File: src/rtl/pngunf_pkg.sv
// Shared types, constants and the Paeth predictor for the scanline unfilter
package pngunf_pkg;

  localparam int MAX_ROW_BYTES_DEF   = 4096;
  localparam int MAX_PIXEL_BYTES_DEF = 8;

  localparam int BPP_W  = 4;
  localparam int ROWB_W = 13;
  localparam int ROWC_W = 24;
  localparam int CFG_DW = 24;
  localparam int CFG_IW = 2;

  localparam logic [7:0] FILT_MAX_CODE = 8'd4;

  typedef enum logic [CFG_IW-1:0] {
    CFG_BPP       = 2'd0,
    CFG_ROW_BYTES = 2'd1,
    CFG_ROW_COUNT = 2'd2
  } cfg_idx_e;

  typedef enum logic [2:0] {
    FILT_NONE  = 3'd0,
    FILT_SUB   = 3'd1,
    FILT_UP    = 3'd2,
    FILT_AVG   = 3'd3,
    FILT_PAETH = 3'd4
  } filt_e;

  typedef struct packed {
    logic [7:0] data;
    filt_e      filt;
    logic       bad;
    logic       first_row;
    logic       row_end;
    logic       image_end;
  } item_t;

  function automatic logic [7:0] paeth(input logic [7:0] a, input logic [7:0] b,
                                       input logic [7:0] c);
    logic [9:0] pa;
    logic [9:0] pb;
    logic [9:0] pc;
    logic [9:0] sab;
    logic [9:0] c2;
    logic [7:0] pick;
    pa  = (b > c) ? 10'(b - c) : 10'(c - b);
    pb  = (a > c) ? 10'(a - c) : 10'(c - a);
    sab = 10'(a) + 10'(b);
    c2  = {1'b0, c, 1'b0};
    pc  = (sab > c2) ? (sab - c2) : (c2 - sab);
    if ((pa <= pb) && (pa <= pc)) begin
      pick = a;
    end else if (pb <= pc) begin
      pick = b;
    end else begin
      pick = c;
    end
    return pick;
  endfunction

endpackage

File: src/rtl/pngunf_ctrl.sv
// Input side: config registers, row and column counters, row memory read issue
module pngunf_ctrl #(
  parameter int MAX_ROW_BYTES   = pngunf_pkg::MAX_ROW_BYTES_DEF,
  parameter int MAX_PIXEL_BYTES = pngunf_pkg::MAX_PIXEL_BYTES_DEF,
  parameter int AW = $clog2(MAX_ROW_BYTES),
  parameter int HW = (MAX_PIXEL_BYTES > 1) ? $clog2(MAX_PIXEL_BYTES) : 1
) (
  input  logic                          clk_i,
  input  logic                          rst_ni,
  input  logic                          cfg_valid_i,
  output logic                          cfg_ready_o,
  input  logic [pngunf_pkg::CFG_IW-1:0] cfg_index_i,
  input  logic [pngunf_pkg::CFG_DW-1:0] cfg_data_i,
  input  logic                          in_valid_i,
  output logic                          in_ready_o,
  input  logic [7:0]                    data_byte_i,
  input  logic                          s1_adv_i,
  output logic                          rd_en_o,
  output logic [AW-1:0]                 rd_addr_o,
  output logic                          s1_valid_o,
  output pngunf_pkg::item_t             s1_item_o,
  output logic [AW-1:0]                 s1_addr_o,
  output logic                          hist_clr_o,
  output logic [HW-1:0]                 hist_sel_o
);
  import pngunf_pkg::*;

  localparam int CW = $clog2(MAX_ROW_BYTES + 1);

  logic [BPP_W-1:0]  bpp_q;
  logic [ROWB_W-1:0] rowb_q;
  logic [ROWC_W-1:0] rowc_q;
  logic [CW-1:0]     col_q;
  logic [ROWC_W-1:0] row_q;
  filt_e             filt_q;
  logic              bad_q;
  logic              s1_valid_q;
  item_t             s1_item_q;
  logic [AW-1:0]     s1_addr_q;

  logic [BPP_W-1:0]  bpp_eff;
  logic [CW-1:0]     rb_eff;
  logic [ROWC_W-1:0] rc_eff;
  logic              accept;
  logic              is_hdr;
  logic [AW-1:0]     idx;
  logic              last_in_row;
  logic              last_row;
  item_t             item_d;

  always_comb begin
    if (bpp_q == '0) begin
      bpp_eff = BPP_W'(1);
    end else if (int'(bpp_q) > MAX_PIXEL_BYTES) begin
      bpp_eff = BPP_W'(MAX_PIXEL_BYTES);
    end else begin
      bpp_eff = bpp_q;
    end
    if (rowb_q == '0) begin
      rb_eff = CW'(1);
    end else if (int'(rowb_q) > MAX_ROW_BYTES) begin
      rb_eff = CW'(MAX_ROW_BYTES);
    end else begin
      rb_eff = CW'(rowb_q);
    end
    rc_eff = (rowc_q == '0) ? ROWC_W'(1) : rowc_q;
  end

  assign cfg_ready_o = 1'b1;
  assign in_ready_o  = !s1_valid_q || s1_adv_i;
  assign accept      = in_valid_i && in_ready_o;
  assign is_hdr      = (col_q == '0);
  assign idx         = AW'(col_q - CW'(1));
  assign last_in_row = (col_q >= rb_eff);
  assign last_row    = last_in_row &&
                       (({1'b0, row_q} + (ROWC_W + 1)'(1)) >= {1'b0, rc_eff});

  always_comb begin
    item_d.data      = data_byte_i;
    item_d.filt      = filt_q;
    item_d.bad       = bad_q;
    item_d.first_row = (row_q == '0);
    item_d.row_end   = last_in_row;
    item_d.image_end = last_row;
  end

  assign rd_en_o    = accept && !is_hdr;
  assign rd_addr_o  = idx;
  assign hist_clr_o = accept && is_hdr;
  assign hist_sel_o = HW'(bpp_eff - BPP_W'(1));
  assign s1_valid_o = s1_valid_q;
  assign s1_item_o  = s1_item_q;
  assign s1_addr_o  = s1_addr_q;

  always_ff @(posedge clk_i or negedge rst_ni) begin
    if (!rst_ni) begin
      bpp_q  <= BPP_W'(1);
      rowb_q <= ROWB_W'(1);
      rowc_q <= ROWC_W'(1);
    end else if (cfg_valid_i && cfg_ready_o) begin
      case (cfg_idx_e'(cfg_index_i))
        CFG_BPP:       bpp_q  <= cfg_data_i[BPP_W-1:0];
        CFG_ROW_BYTES: rowb_q <= cfg_data_i[ROWB_W-1:0];
        CFG_ROW_COUNT: rowc_q <= cfg_data_i[ROWC_W-1:0];
        default: ;
      endcase
    end
  end

  always_ff @(posedge clk_i or negedge rst_ni) begin
    if (!rst_ni) begin
      col_q  <= '0;
      row_q  <= '0;
      filt_q <= FILT_NONE;
      bad_q  <= 1'b0;
    end else if (accept) begin
      if (is_hdr) begin
        col_q <= CW'(1);
        if (data_byte_i > FILT_MAX_CODE) begin
          filt_q <= FILT_NONE;
          bad_q  <= 1'b1;
        end else begin
          filt_q <= filt_e'(data_byte_i[2:0]);
          bad_q  <= 1'b0;
        end
      end else if (last_in_row) begin
        col_q <= '0;
        row_q <= last_row ? '0 : (row_q + ROWC_W'(1));
      end else begin
        col_q <= col_q + CW'(1);
      end
    end
  end

  always_ff @(posedge clk_i or negedge rst_ni) begin
    if (!rst_ni) begin
      s1_valid_q <= 1'b0;
    end else if (accept && !is_hdr) begin
      s1_valid_q <= 1'b1;
    end else if (s1_adv_i) begin
      s1_valid_q <= 1'b0;
    end
  end

  always_ff @(posedge clk_i) begin
    if (accept && !is_hdr) begin
      s1_item_q <= item_d;
      s1_addr_q <= idx;
    end
  end

endmodule

File: config.mk
export PLATFORM = sky130hd
export DESIGN_NAME = pngunf_ctrl
export DESIGN_NICKNAME = d
export VERILOG_FILES = /design/src/rtl/pngunf_pkg.sv /design/src/rtl/pngunf_ctrl.sv
export SDC_FILE = /design/constraint.sdc
export NUM_CORES = 1
export LEC_CHECK = 0
export BUFFER_PORTS_ARGS = -buffer_cell sky130_fd_sc_hd__clkbuf_2
export CORE_UTILIZATION = 25
export CTS_BUF_LIST = sky130_fd_sc_hd__clkbuf_8
export CTS_CLUSTER_DIAMETER = 50
export CTS_CLUSTER_SIZE = 16
export DETAILED_ROUTE_END_ITERATION = 10
export HOLD_SLACK_MARGIN = 0.12
export SETUP_SLACK_MARGIN = 0.15
export SLEW_MARGIN = 10
export SYNTH_ARGS = -nofsm -noshare
export SYNTH_HDL_FRONTEND = slang
export SYNTH_SLANG_ARGS = --single-unit
File: constraint.sdc
create_clock -name clk_i -period 3.75 [get_ports clk_i]
set_input_delay 0.375 -clock clk_i [delete_from_list [all_inputs] [get_ports clk_i]]
set_output_delay 0.375 -clock clk_i [all_outputs]
set_load 0.03 [all_outputs]
==> qor.yml <==
die:
  ios: 86
  die_h_um: 158.6
  start_util_pct: 25.80
  rows: 56
  dieWidth_um: 158.6
  coreArea_um2: 23750
  fp.dieArea_um2: 25140
cells_and_area:
  layout.cells.most_common_list: "clkbuf_2, dfrtp_1, nand2_1"
  nNetsFinal: 753
  final_core_util_pct: 29.98
  drive_gt1_share_pct: 25.74
  syn_to_final_growth_pct: 16.23
  layout_commonest_cell: "clkbuf_2"
  fillCellCount: 2511
  diodes: 0
  finalNonFillerCells: 995
  final_area_um2: 7122
critical_path:
  crit_slowest_cell: "dfrtp_1"
  end_kind: "register"
  critPathKind: "register to register"
  cp-start-kind: "register"
  crit_top_cell: "ha_1"
  required_ps: 4030
  cp.arrival_ps: 3630
  crit_chain: "ha_1 -> nand3_2 -> or2_4 -> nor2_8 -> nand3_1 -> xnor2_1 -> ha_1 -> nand4_1 -> nor3_2 -> o211ai_1 -> nand4_2 -> buf_6 -> nor2_2 -> buf_4 -> mux2_2"
  crit_fanout: 25
  max_stage_delay_ps: 440
yosys:
  synth_area_um2: 6127
  syn_nets: 671
  ys_types: 55
  ys_seq_elements: 110
  synth_warnings: 0
  async_flop_share_pct: 75.45
  syn_inst: 589
  synth_edf_count: 27
  synth_area_leader_cell: "dfrtp_1"
  avgSynthCellArea_um2: 10.40
  synth.area.top_cells: "dfrtp_1, edfxtp_1, ha_1"
  netlist.area_leader.share_pct: 32.67
  ys_seq_area_share_pct: 47.19
  synthFlopType: "dfrtp_1"
detailed_routing:
  num_vias: 4550
  drt-pass1-iter-count: 4
  wire_per_inst_um: 13.49
  drc: 0
  first_iter_violations: 285
  ant_nets: 0
  routed_wirelength_um: 13420
  avgViaCountPerCell: 4.573
cts:
  cts_tree: "yes"
  cts_root_buffer: "clkbuf_8"
  numCtsBuffers: 9
  htreeDepth: 3
  cts_buffer_depth: 2
  clk_pin_slew_ps: 110
  hold_buffers: 0
  clk_latency_ps: 390
  clkSinkCount: 110
placement:
  dpl.hpwl_um: 10170
  dp_cells: 979
  place.gp.congestion: 0.8051
  pre_cts_ws_ps: 168.6
  placed_area_um2: 6929
  io_buffers: 84
run_status:
  status: "finished, final reports clean"
sta:
  hold_viol: 0
  rsz0062_at_grt: "no"
  clock-skew-final_ps: 15.89
  fmax_ghz: 0.2982
  finalSetupViolations: 0
  finalMaxSlewViolations: 0
  slew_headroom_pct: 40.42
  max_slew.worst_pin.slew_ps: 893.7
  fin_crit_sh_pct: 89.41
  fin_tns_setup_ps: 0
  fin_crit_ps: 3353
  setup_slack_ps: 397.0
  whs_ps: 94.23
power:
  leakagePower_nw: 3.344
  p_seq_share_pct: 44.1
  combPwrFrac_pct: 38.6
  irDropWorstVdd_uv: 405.9
  power_density_nw_per_um2: 547.5
  p_total_mw: 3.899
  swShare_pct: 41.05
  p_int_mw: 2.299
  p_clk_share_pct: 17.2
  p_sw_mw: 1.600
grt:
  antenna_found_initial: 0
  first_global_vias: 4318
  grt_pass1_wl_um: 22330
  grtUsageTotal_pct: 11.42
  gr-total-overflow: 0
  grt_max_degree: 70
min_path:
  hold_class: "input port to async pin"
run:
  maxCapViolCount: 0
[Yosys cell counts, types with 3 or more instances]
| master | instances |
|---|---|
| xor2_1 | 12 |
| a31oi_1 | 9 |
| buf_2 | 7 |
| inv_1 | 44 |
| a21o_1 | 3 |
| nor4_1 | 15 |
| and2_1 | 3 |
| nand2_1 | 49 |
| a22o_1 | 14 |
| and3_1 | 10 |
| buf_6 | 3 |
| a21oi_1 | 22 |
| xnor2_1 | 22 |
| nand4_1 | 13 |
| nor2_1 | 28 |
| nand2b_1 | 6 |
| nand3_1 | 18 |
| nor3_1 | 14 |
| o31ai_1 | 3 |
| o21ai_0 | 34 |
| o21bai_1 | 3 |
| edfxtp_1 | 27 |
| clkbuf_1 | 16 |
| dfrtp_1 | 80 |
| ha_1 | 43 |
| dfstp_2 | 3 |
| mux2_2 | 42 |
| or3_1 | 8 |
[metal layers]
layer  GRT usage, %  part of all wire [%]  vias up
li1               -                     -     2261
met1          15.99                    52     2152
met2          17.27                    42      122
met3          2.640                   5.0       15
met4          3.571                   1.5        0
met5              0                     0        -
[registers in the layout, indices dropped and copies added (netlist names)]
register    flops
s1_valid_o      1
rowb_q         13
rowc_q         24
col_q          13
filt_q          3
bpp_q           4
s1_item_o      15
row_q          24
bad_q           1
s1_addr_o      12
[cell type report]
class                   count  area, µm²  share of cell area, %
flip-flops and latches    110       2892                  40.60
inverters                  44      165.2                  2.319
repair buffers            100      546.8                  7.677
clock buffers               9      123.9                  1.739
clock inverters             7      57.56                 0.8082
well taps                 319      399.1                  5.604
multi-input cells         406       2938                  41.25
[final timing paths]
check / slack [ps] / end / startpoint / depth (start not counted)
max in group asynchronous: 2890 / rowc_q[9]$_DFFE_PN0P_ / rst_ni / 2
min: 90 / rowc_q[15]$_DFFE_PN0P_ / rst_ni / 1
min reg2reg: 460 / s1_item_o[4]$_DFFE_PP_ / filt_q[0]$_DFFE_PN0P_ / 0
max reg2reg: 400 / row_q[0]$_DFFE_PN0P_ / row_q[0]$_DFFE_PN0P_ / 15
min in group clk_i: 170 / s1_item_o[11]$_DFFE_PP_ / data_byte_i[4] / 1
max: 400 / row_q[0]$_DFFE_PN0P_ / row_q[0]$_DFFE_PN0P_ / 15
[worst max-delay path: cells and delay by family (launching register included)]
family	cells	cell delay (ps)
AND/OR/NAND/NOR	8	1320
adder cells (fa/ha/maj)	2	560
flip-flops	1	440
buffers and inverters	2	360
multiplexers	1	260
XOR/XNOR	1	180
AO/OA/AOI/OAI	1	120
[power groups by stage]
stage / clock (mW) / combinational (mW) / sequential, mW
2_1_floorplan: 0 / 0.976 / 1.85
3_3_place_gp: 0 / 1.50 / 1.73
3_5_place_dp: 0 / 1.52 / 1.74
4_1_cts: 0.706 / 1.53 / 1.72
5_1_grt: 0.753 / 1.69 / 1.76
6_report: 0.672 / 1.51 / 1.72
[cell families (layout without fill, tap and decap cells)]
family | after synthesis | after routing | synth area share, %
simple gates | 183 | 183 | 15.64
flops | 110 | 110 | 47.19
compound gates | 103 | 103 | 10.68
buf+inv | 73 | 160 | 5.064
fa+ha+maj | 43 | 43 | 8.781
mux | 42 | 42 | 7.719
xor+xnor | 34 | 34 | 4.860
other cells | 1 | 1 | 0.06120
[repair_timing]
item,in CTS,in global routing
setup endpoints to repair,0,14
resized for setup,0,3
hold endpoints to repair,0,0
buffers inserted,0,0
Note: power is estimated with default switching activity, not from simulation.
