**src/rtl/pngunf_pkg.sv**
```systemverilog
// Shared types, constants and the Paeth predictor for the scanline unfilter
package pngunf_pkg;

  localparam int MAX_ROW_BYTES_DEF   = 4096;
  localparam int MAX_PIXEL_BYTES_DEF = 8;

  localparam int BPP_W  = 4;
  localparam int ROWB_W = 13;
  localparam int ROWC_W = 24;
  localparam int CFG_DW = 24;
  localparam int CFG_IW = 2;

  localparam logic [7:0] FILT_MAX_CODE = 8'd4;

  typedef enum logic [CFG_IW-1:0] {
    CFG_BPP       = 2'd0,
    CFG_ROW_BYTES = 2'd1,
    CFG_ROW_COUNT = 2'd2
  } cfg_idx_e;

  typedef enum logic [2:0] {
    FILT_NONE  = 3'd0,
    FILT_SUB   = 3'd1,
    FILT_UP    = 3'd2,
    FILT_AVG   = 3'd3,
    FILT_PAETH = 3'd4
  } filt_e;

  typedef struct packed {
    logic [7:0] data;
    filt_e      filt;
    logic       bad;
    logic       first_row;
    logic       row_end;
    logic       image_end;
  } item_t;

  function automatic logic [7:0] paeth(input logic [7:0] a, input logic [7:0] b,
                                       input logic [7:0] c);
    logic [9:0] pa;
    logic [9:0] pb;
    logic [9:0] pc;
    logic [9:0] sab;
    logic [9:0] c2;
    logic [7:0] pick;
    pa  = (b > c) ? 10'(b - c) : 10'(c - b);
    pb  = (a > c) ? 10'(a - c) : 10'(c - a);
    sab = 10'(a) + 10'(b);
    c2  = {1'b0, c, 1'b0};
    pc  = (sab > c2) ? (sab - c2) : (c2 - sab);
    if ((pa <= pb) && (pa <= pc)) begin
      pick = a;
    end else if (pb <= pc) begin
      pick = b;
    end else begin
      pick = c;
    end
    return pick;
  endfunction

endpackage

```
**src/rtl/pngunf_recon.sv**
```systemverilog
// Byte reconstruction, left and upper-left histories, output register
module pngunf_recon #(
  parameter int MAX_PIXEL_BYTES = pngunf_pkg::MAX_PIXEL_BYTES_DEF,
  parameter int AW = 12,
  parameter int HW = (MAX_PIXEL_BYTES > 1) ? $clog2(MAX_PIXEL_BYTES) : 1
) (
  input  logic              clk_i,
  input  logic              rst_ni,
  input  logic              s1_valid_i,
  input  pngunf_pkg::item_t s1_item_i,
  input  logic [AW-1:0]     s1_addr_i,
  input  logic [7:0]        rd_data_i,
  input  logic              hist_clr_i,
  input  logic [HW-1:0]     hist_sel_i,
  output logic              s1_adv_o,
  output logic              wr_en_o,
  output logic [AW-1:0]     wr_addr_o,
  output logic [7:0]        wr_data_o,
  output logic              out_valid_o,
  input  logic              out_ready_i,
  output logic [7:0]        pixel_byte_o,
  output logic              row_end_o,
  output logic              image_end_o,
  output logic              bad_filter_o
);
  import pngunf_pkg::*;

  logic [7:0] left_q [MAX_PIXEL_BYTES];
  logic [7:0] upl_q  [MAX_PIXEL_BYTES];
  logic       out_valid_q;
  logic [7:0] pixel_q;
  logic       row_end_q;
  logic       image_end_q;
  logic       bad_q;

  logic [7:0] a;
  logic [7:0] b;
  logic [7:0] c;
  logic [8:0] sum_ab;
  logic [7:0] raw;

  assign a      = left_q[hist_sel_i];
  assign b      = s1_item_i.first_row ? 8'h00 : rd_data_i;
  assign c      = s1_item_i.first_row ? 8'h00 : upl_q[hist_sel_i];
  assign sum_ab = 9'(a) + 9'(b);

  always_comb begin
    case (s1_item_i.filt)
      FILT_NONE:  raw = s1_item_i.data;
      FILT_SUB:   raw = s1_item_i.data + a;
      FILT_UP:    raw = s1_item_i.data + b;
      FILT_AVG:   raw = s1_item_i.data + sum_ab[8:1];
      FILT_PAETH: raw = s1_item_i.data + paeth(a, b, c);
      default:    raw = s1_item_i.data;
    endcase
  end

  assign s1_adv_o  = s1_valid_i && (!out_valid_q || out_ready_i);
  assign wr_en_o   = s1_adv_o;
  assign wr_addr_o = s1_addr_i;
  assign wr_data_o = raw;

  always_ff @(posedge clk_i or negedge rst_ni) begin
    if (!rst_ni) begin
      for (int i = 0; i < MAX_PIXEL_BYTES; i++) begin
        left_q[i] <= 8'h00;
        upl_q[i]  <= 8'h00;
      end
    end else if (hist_clr_i) begin
      for (int i = 0; i < MAX_PIXEL_BYTES; i++) begin
        left_q[i] <= 8'h00;
        upl_q[i]  <= 8'h00;
      end
    end else if (s1_adv_o) begin
      for (int i = MAX_PIXEL_BYTES - 1; i > 0; i--) begin
        left_q[i] <= left_q[i-1];
        upl_q[i]  <= upl_q[i-1];
      end
      left_q[0] <= raw;
      upl_q[0]  <= b;
    end
  end

  always_ff @(posedge clk_i or negedge rst_ni) begin
    if (!rst_ni) begin
      out_valid_q <= 1'b0;
    end else if (s1_adv_o) begin
      out_valid_q <= 1'b1;
    end else if (out_ready_i) begin
      out_valid_q <= 1'b0;
    end
  end

  always_ff @(posedge clk_i) begin
    if (s1_adv_o) begin
      pixel_q     <= raw;
      row_end_q   <= s1_item_i.row_end;
      image_end_q <= s1_item_i.image_end;
      bad_q       <= s1_item_i.bad;
    end
  end

  assign out_valid_o  = out_valid_q;
  assign pixel_byte_o = pixel_q;
  assign row_end_o    = row_end_q;
  assign image_end_o  = image_end_q;
  assign bad_filter_o = bad_q;

endmodule

```
**config.mk**
```make
export PLATFORM = sky130hd
export DESIGN_NAME = pngunf_recon
export DESIGN_NICKNAME = d
export VERILOG_FILES = /design/src/rtl/pngunf_pkg.sv /design/src/rtl/pngunf_recon.sv
export SDC_FILE = /design/constraint.sdc
export NUM_CORES = 1
export LEC_CHECK = 0
export CAP_MARGIN = 20
export CORE_ASPECT_RATIO = 1.1
export CORE_MARGIN = 2
export CORE_UTILIZATION = 65
export CTS_BUF_LIST = sky130_fd_sc_hd__clkbuf_16
export CTS_CLUSTER_DIAMETER = 150
export CTS_CLUSTER_SIZE = 20
export DETAILED_ROUTE_END_ITERATION = 10
export DONT_BUFFER_PORTS = 1
export GPL_TIMING_DRIVEN = 0
export PLACE_DENSITY = 0.81
export REMOVE_ABC_BUFFERS = 1
export SETUP_SLACK_MARGIN = 0.2
export SYNTH_ARGS = -nofsm -noshare
export SYNTH_HDL_FRONTEND = slang
export SYNTH_SLANG_ARGS = --single-unit
```
**constraint.sdc**
```tcl
create_clock -name clk_i -period 19 [get_ports clk_i]
set_input_delay 3.8 -clock clk_i [delete_from_list [all_inputs] [get_ports clk_i]]
set_output_delay 3.8 -clock clk_i [all_outputs]
set_load 0.02 [all_outputs]
```
==> flow_summary.rst, run 1 <==
.. list-table::
   :header-rows: 1

   * - Metric
     - Value
   * - Drt first-iter violations
     - approximately 600
   * - Rows
     - 48
   * - # setup viols final
     - 0
   * - Library cell used as clock root buffer
     - clkbuf_16
   * - Vias per std cell
     - 6.24
   * - Cts bufs inserted
     - 17
   * - Share of cells above drive strength 1
     - 8.80%
   * - TNS Setup
     - 0 ps
   * - Number of max-slew violations in the final report
     - 0
   * - Longest Clk Path Bufs
     - 2
   * - DIE HEIGHT
     - 136 um
   * - Most frequent cells in the layout
     - nand2_1, a21oi_1, dfrtp_1
   * - Slowest cell on the critical path
     - mux4_2
   * - Dominant cells by area after synthesis
     - dfrtp_1, ha_1, nand2_1
   * - Wire length of the first global-routing pass
     - roughly 40000 um
   * - Worst-case hold slack
     - around 520 ps
   * - Relative slew slack
     - between 20% and 30%
   * - Share of the clock period used by the worst path after layout
     - a little over nine tenths
   * - Max-cap violations
     - 0
   * - Number of placed I/O pins
     - 77
   * - Cts-stage hold buffer count
     - 0
   * - Path category of the worst min-delay check
     - reg -> reg
   * - Fin nets
     - ~1300
   * - Via count of the first global-routing pass
     - a little over 8000
   * - Setup crit start kind
     - input port
   * - Critical setup path kind
     - in -> out
   * - Crit-path most repeated cell
     - a21oi_1
   * - Die outline area
     - approximately 17000 sq um
   * - Worst endpoint required time
     - 15200 ps
   * - Post-DP HPWL
     - ~18000 um
   * - Final hold violations
     - 0
   * - Async set-reset flop share out of synthesis
     - 92.1%
   * - Endpoint arrival time on the critical path
     - 14020 ps
   * - Placeable core area
     - roughly 16000 sq um
   * - Number of clock sinks
     - 140
   * - Final RePlAce weighted congestion
     - 0.929
   * - Unrepaired setup endpoints after global routing
     - no
   * - Drt pass-1 iters
     - 7
   * - DIE WIDTH
     - about 120 um
   * - Cts repair resizes
     - 0
   * - Worst slew pin tran
     - 1090 ps
   * - Initial Utilization
     - 66.3%
   * - Largest net degree at the start of global routing
     - 130
   * - Area added between synthesis and finish
     - 5.61%
   * - Count of state elements after synthesis
     - 140
   * - Max IR drop VDD
     - approximately 0.00007 V
   * - Antenna violations before repair
     - 1
   * - Drt wl/cell
     - roughly 19 um
   * - Vias
     - between 8000 and 9000
   * - Quantity of I/O buffers inserted on ports
     - 0
   * - Number of nets still failing antenna checks after routing
     - 0
   * - CP max FO
     - 32
   * - Core occupancy in the finished layout
     - 70.0%
   * - Portion of synthesized cell area occupied by the leading cell type
     - between 30% and 40%
   * - Post-Place Cell Area
     - 10300 sq um
   * - Cell count after placement
     - ~1300
   * - Crit. End Element
     - output port
   * - Max H-tree Level
     - 4
   * - Leak Pwr
     - about 4.8 nW
   * - Total standard cell area after synthesis
     - just over 10000 sq um
   * - Number of setup buffers added after CTS
     - 0
   * - Distinct cell type count of the synthesized netlist
     - 70
   * - Seq/Total Area, Yosys
     - 34.4%
   * - Clock edge transition at the registers on the reported setup and hold paths
     - roughly 70 ps
   * - FMAX
     - between 50 and 60 MHz
   * - Total congestion overflow
     - 0
   * - Detailed-route DRC error count
     - 0
   * - Final cell area excluding filler cells
     - between 10000 and 15000 sq um
   * - Library cell occupying the most area in the post-synthesis netlist
     - dfrtp_1
   * - Detailed-route wire length
     - ~25000 um
   * - Max incr delay on CP
     - between 400 and 500 ps
   * - Post-Syn Area per Cell
     - 8.79 sq um
   * - Worst clock skew on the final layout
     - 7.98 ps
   * - FILL cells
     - about 1200
   * - Main synth FF type
     - dfrtp_1
   * - Number of synthesized flops with an enable pin
     - 11
   * - Warnings from Yosys
     - 0
   * - Synthesized netlist cell count
     - around 1200
   * - TritonCTS clock tree
     - done
   * - Most common cell after layout, fill and taps aside
     - nand2_1
   * - Result of the run
     - completed
   * - Minimum clock period after layout
     - approximately 18000 ps
   * - Total routing usage reported by global routing
     - 30.3%
   * - Clk Latency, worst-skew pair
     - 420 ps
   * - Number of non-filler instances in the completed layout
     - approximately 1300
   * - Power Density
     - between 80 and 90 nW/um^2
## cells in the mapped netlist (3+ instances only)
master,instances
nand2_1,276
a21oi_1,186
dfrtp_1,129
ha_1,89
inv_1,61
clkbuf_1,49
nor2_1,35
a21o_1,32
mux4_2,32
o21ai_0,28
mux2i_1,26
nor2b_1,23
xnor2_1,18
nand2b_1,16
buf_4,14
mux2_2,12
edfxtp_1,11
xor2_1,10
buf_2,9
fa_1,8
nand3_1,8
nand4_1,8
buf_1,7
o211ai_1,7
o21bai_1,6
o22a_1,6
and2_1,5
nor3_1,4
o21ai_1,4
a211oi_1,3
a21boi_0,3
and3_1,3
nand3b_1,3
o22ai_1,3
or2_2,3
## worst max-delay path, delay by kind of cell
family          cells  cell delay (ps)
compound gates     28             5400
xor+xnor            1              260
fa+ha+maj           4             1310
buf+inv             2              520
mux                 2              880
simple gates       10             1830
## layer usage
metal / routed length [um] / global-route usage (%)
met5: 0 / 0
met2: 12700 / 51.4
met1: 10700 / 39.2
met3: 1360 / 6.18
met4: 556 / 10.5
## state kept, by name (all words and copies together), names as in the netlist
| name | count |
|---|---|
| pixel_byte_o | 8 |
| out_valid_o | 1 |
| left_q | 64 |
| upl_q | 64 |
| bad_filter_o | 1 |
| image_end_o | 1 |
| row_end_o | 1 |
## layout make-up
cell class	instances	area, sq um	share of cell area (%)
Multi-Input combinational cell	898	6220	56.8
Sequential cell	140	3560	32.5
Clock buffer	17	425	3.89
Tap cell	200	250	2.29
Inverter	61	231	2.12
Clock inverter	15	174	1.59
Timing Repair Buffer	5	76.3	0.698
Antenna cell	1	2.50	0.0229
## power breakdown
part	switching (W)	internal, W
logic	0.000145	0.0000991
registers	0.00000703	0.000309
clock network	0.000135	0.000207
## per-stage QoR
step                      power, W  setup WS (ps)
after CTS                 0.000898           1050
after floorplan           0.000503           2500
final                     0.000902           1180
after global placement    0.000549            813
after detailed placement  0.000558           1060
after global routing      0.000943            372
## final timing paths
| kind | startpoint | endpoint | slack, ps | depth (start not counted) |
|---|---|---|---|---|
| min | left_q[2] | left_q[2] | 520 | 2 |
| max in group asynchronous | rst_ni | upl_q[7] | 15700 | 0 |
| max reg2reg | left_q[33] | pixel_byte_o[7] | 8210 | 47 |
| min reg2reg | left_q[2] | left_q[2] | 520 | 2 |
| min in group asynchronous | rst_ni | left_q[42] | 3060 | 0 |
| max | hist_sel_i[0] | wr_data_o[7] | 1180 | 47 |
## cells by family after synthesis
family | count (synthesis) | share of synthesized area, %
and+or+nand+nor | 395 | 16.5
muxes | 70 | 10.8
AOI/OAI and AO/OA | 308 | 17.9
buffers and inverters | 140 | 5.69
adders and majority gates | 97 | 12.3
xor gates and xnor gates | 28 | 2.37
DFF | 140 | 34.4
No activity file was read; power rests on OpenSTA's default activity.
==> inputs of run 2 (changes only) <==
--- a/config.mk
+++ b/config.mk
@@ -15,6 +15,7 @@
 export DETAILED_ROUTE_END_ITERATION = 10
 export DONT_BUFFER_PORTS = 1
 export GPL_TIMING_DRIVEN = 0
+export MAX_ROUTING_LAYER = met4
 export PLACE_DENSITY = 0.81
 export REMOVE_ABC_BUFFERS = 1
 export SETUP_SLACK_MARGIN = 0.2
==> run 2 against run 1 <==
Against the previous run: clock-buffer cell count stayed put; non-clock buffer count unchanged; register-to-register slack worse by 30 ps; die area did not move.
==> flow_summary.rst, run 2 (same netlist as run 1, synthesis figures left out) <==
.. list-table::
   :header-rows: 1

   * - Metric
     - Value
   * - Crit path launch
     - hist_sel_i[0]
   * - Number of non-filler instances in the completed layout
     - 1337 (unchanged)
   * - Drt pass-1 iters
     - 5 (-2)
   * - Placeable core area
     - 15600 sq um (unchanged)
   * - Max incr delay on CP
     - 460 ps (about the same)
   * - Drt wl/cell
     - 18.9 um (about the same)
   * - Beginning of the worst register-to-register path
     - left_q[41]
   * - Result of the run
     - completed
   * - Path depth of the worst reg2reg path
     - 47 (unchanged)
   * - Fin nets
     - 1263 (unchanged)
   * - Crit. End Element
     - output port
   * - Library cell used as clock root buffer
     - clkbuf_16
   * - Busiest layer in global routing
     - met2
   * - Detailed-route DRC error count
     - 0 (unchanged)
   * - Number of clock sinks
     - 140 (unchanged)
   * - Antenna violations before repair
     - 0 (-1)
   * - Global routing met2 resource utilization
     - 51.9% (+0.43 points)
   * - Quantity of I/O buffers inserted on ports
     - 0 (unchanged)
   * - Number of placed I/O pins
     - 77 (unchanged)
   * - Relative slew slack
     - 25.7% (-1.3 points)
   * - Total congestion overflow
     - 0 (unchanged)
   * - FILL cells
     - 1223 (-1.1%)
   * - Final RePlAce weighted congestion
     - 0.968 (+4.2%)
   * - Cts bufs inserted
     - 17 (unchanged)
   * - Max H-tree Level
     - 4 (unchanged)
   * - Setup crit start kind
     - input port
   * - Longest Clk Path Bufs
     - 2 (unchanged)
   * - Largest net degree at the start of global routing
     - 130 (unchanged)
   * - Max-cap violations
     - 0 (unchanged)
   * - Cell count after placement
     - 1302 (unchanged)
   * - Endpoint arrival time on the critical path
     - 14040 ps (+20 ps)
   * - FMAX
     - 56.0 MHz (-0.15%)
   * - DIE WIDTH
     - 124 um (unchanged)
   * - Most frequent cells in the layout
     - nand2_1, a21oi_1, dfrtp_1
   * - Number of setup buffers added after CTS
     - 0 (unchanged)
   * - CP max FO
     - 32 (unchanged)
   * - DIE HEIGHT
     - 136 um (unchanged)
   * - Share of the clock period used by the worst path after layout
     - 93.9% (+0.15 points)
   * - Number of max-slew violations in the final report
     - 0 (unchanged)
   * - Slowest cell on the critical path
     - mux4_2
   * - # setup viols final
     - 0 (unchanged)
   * - M1 GR Usage
     - 38.9% (-0.35 points)
   * - Destination of the critical timing path
     - wr_data_o[7]
   * - Power Density
     - 81.8 nW/um^2 (-0.84%)
   * - Rows
     - 48 (unchanged)
   * - Total area of sequential cells
     - 3560 sq um (unchanged)
   * - Clock edge transition at the registers on the reported setup and hold paths
     - 60 ps (about the same)
   * - Wire length of the first global-routing pass
     - 40700 um (-0.44%)
   * - TritonCTS clock tree
     - done
   * - Via count of the first global-routing pass
     - 8180 (+0.50%)
   * - Vias
     - 8285 (-0.67%)
   * - Worst slew pin tran
     - 1110 ps (+19.0 ps)
   * - Vias per std cell
     - 6.20 (-0.67%)
   * - Most common cell after layout, fill and taps aside
     - nand2_1
   * - Critical setup path kind
     - in -> out
   * - Hold Path Stages
     - 2 (unchanged)
   * - Area taken by multi-input logic gates
     - 6220 sq um (about the same)
   * - Clk Latency, worst-skew pair
     - 430 ps (about the same)
   * - Area added between synthesis and finish
     - 5.56% (about the same)
   * - Total routing usage reported by global routing
     - 31.2% (+0.88 points)
   * - Max IR drop VDD
     - 0.0000633 V (-11%)
   * - Worst endpoint required time
     - 15200 ps (about the same)
   * - Leak Pwr
     - 4.78 nW (about the same)
   * - RR Endpoint
     - pixel_byte_o[7]
   * - Unrepaired setup endpoints after global routing
     - no
   * - Fraction of met3 tracks used by global routing
     - 5.79% (-0.39 points)
   * - Die outline area
     - 17000 sq um (unchanged)
   * - Detailed-route wire length
     - 25300 um (about the same)
   * - Minimum clock period after layout
     - 17840 ps (+27.6 ps)
   * - Number of nets still failing antenna checks after routing
     - 0 (unchanged)
   * - Path category of the worst min-delay check
     - reg -> reg
   * - Post-DP HPWL
     - 17600 um (+0.13%)
   * - Share of cells above drive strength 1
     - 9.07% (+0.26 points)
   * - Initial Utilization
     - 66.3% (unchanged)
   * - Final hold violations
     - 0 (unchanged)
   * - Register-to-Register Setup Slack
     - 8180 ps (-30 ps)
   * - Worst clock skew on the final layout
     - 12.3 ps (+4.36 ps)
   * - Drt first-iter violations
     - 742 (+24%)
   * - TNS Setup
     - 0 ps (unchanged)
-- run 2: power by group --
group | internal [W] | switching (W)
logic | 0.0000984 | 0.000145
clock network | 0.000196 | 0.000139
registers | 0.000309 | 0.00000699
total | 0.000603 | 0.000291
-- run 2: worst min-delay path by stage --
stage	from	to	slack [ps]
2_1_floorplan	left_q[0]	left_q[0]	490
3_3_place_gp	left_q[0]	left_q[0]	500
3_5_place_dp	left_q[4]	left_q[4]	510
4_1_cts	left_q[4]	left_q[4]	510
5_1_grt	left_q[4]	left_q[4]	540
6_report	left_q[4]	left_q[4]	510
-- run 2: repair_timing --
action | 4_1_cts | 5_1_grt
resized for setup | 0 | 2
hold buffers | 0 | 0
endpoints found under the setup margin | 0 | 1
-- run 2: cell type report --
class | instances | area share, %
multi-input combinational | 898 | 56.9
sequential | 140 | 32.6
clock buffer | 17 | 3.89
tap | 200 | 2.29
inverter | 61 | 2.12
clock inverter | 15 | 1.50
timing repair buffer | 5 | 0.710
antenna | 1 | 0.0229
-- run 2: through the flow --
stage	utilization [%]	instance area, sq um	total power (W)	setup WS [ps]	hold slack [ps]
3_5_place_dp	66.1	10300	0.000558	808	506
6_report	70.0	10900	0.000894	1160	515
3_3_place_gp	65.6	10200	0.000550	770	499
2_1_floorplan	-	9990	0.000503	2500	491
5_1_grt	70.0	10900	0.000934	464	536
4_1_cts	69.8	10900	0.000892	753	514
-- run 2: layer usage --
layer	part of all wire, %	vias to the layer above
met3	5.1	50
li1	-	3955
met5	0	-
met2	50	221
met1	42	4059
met4	2.5	0
-- run 2: critical path, delay by kind of cell --
kind,cells,cell delay (ps)
muxes,2,900
buffers and inverters,2,500
AOI/OAI and AO/OA,29,5730
adders and majority gates,4,1320
and+or+nand+nor,9,1540
xor gates and xnor gates,1,230
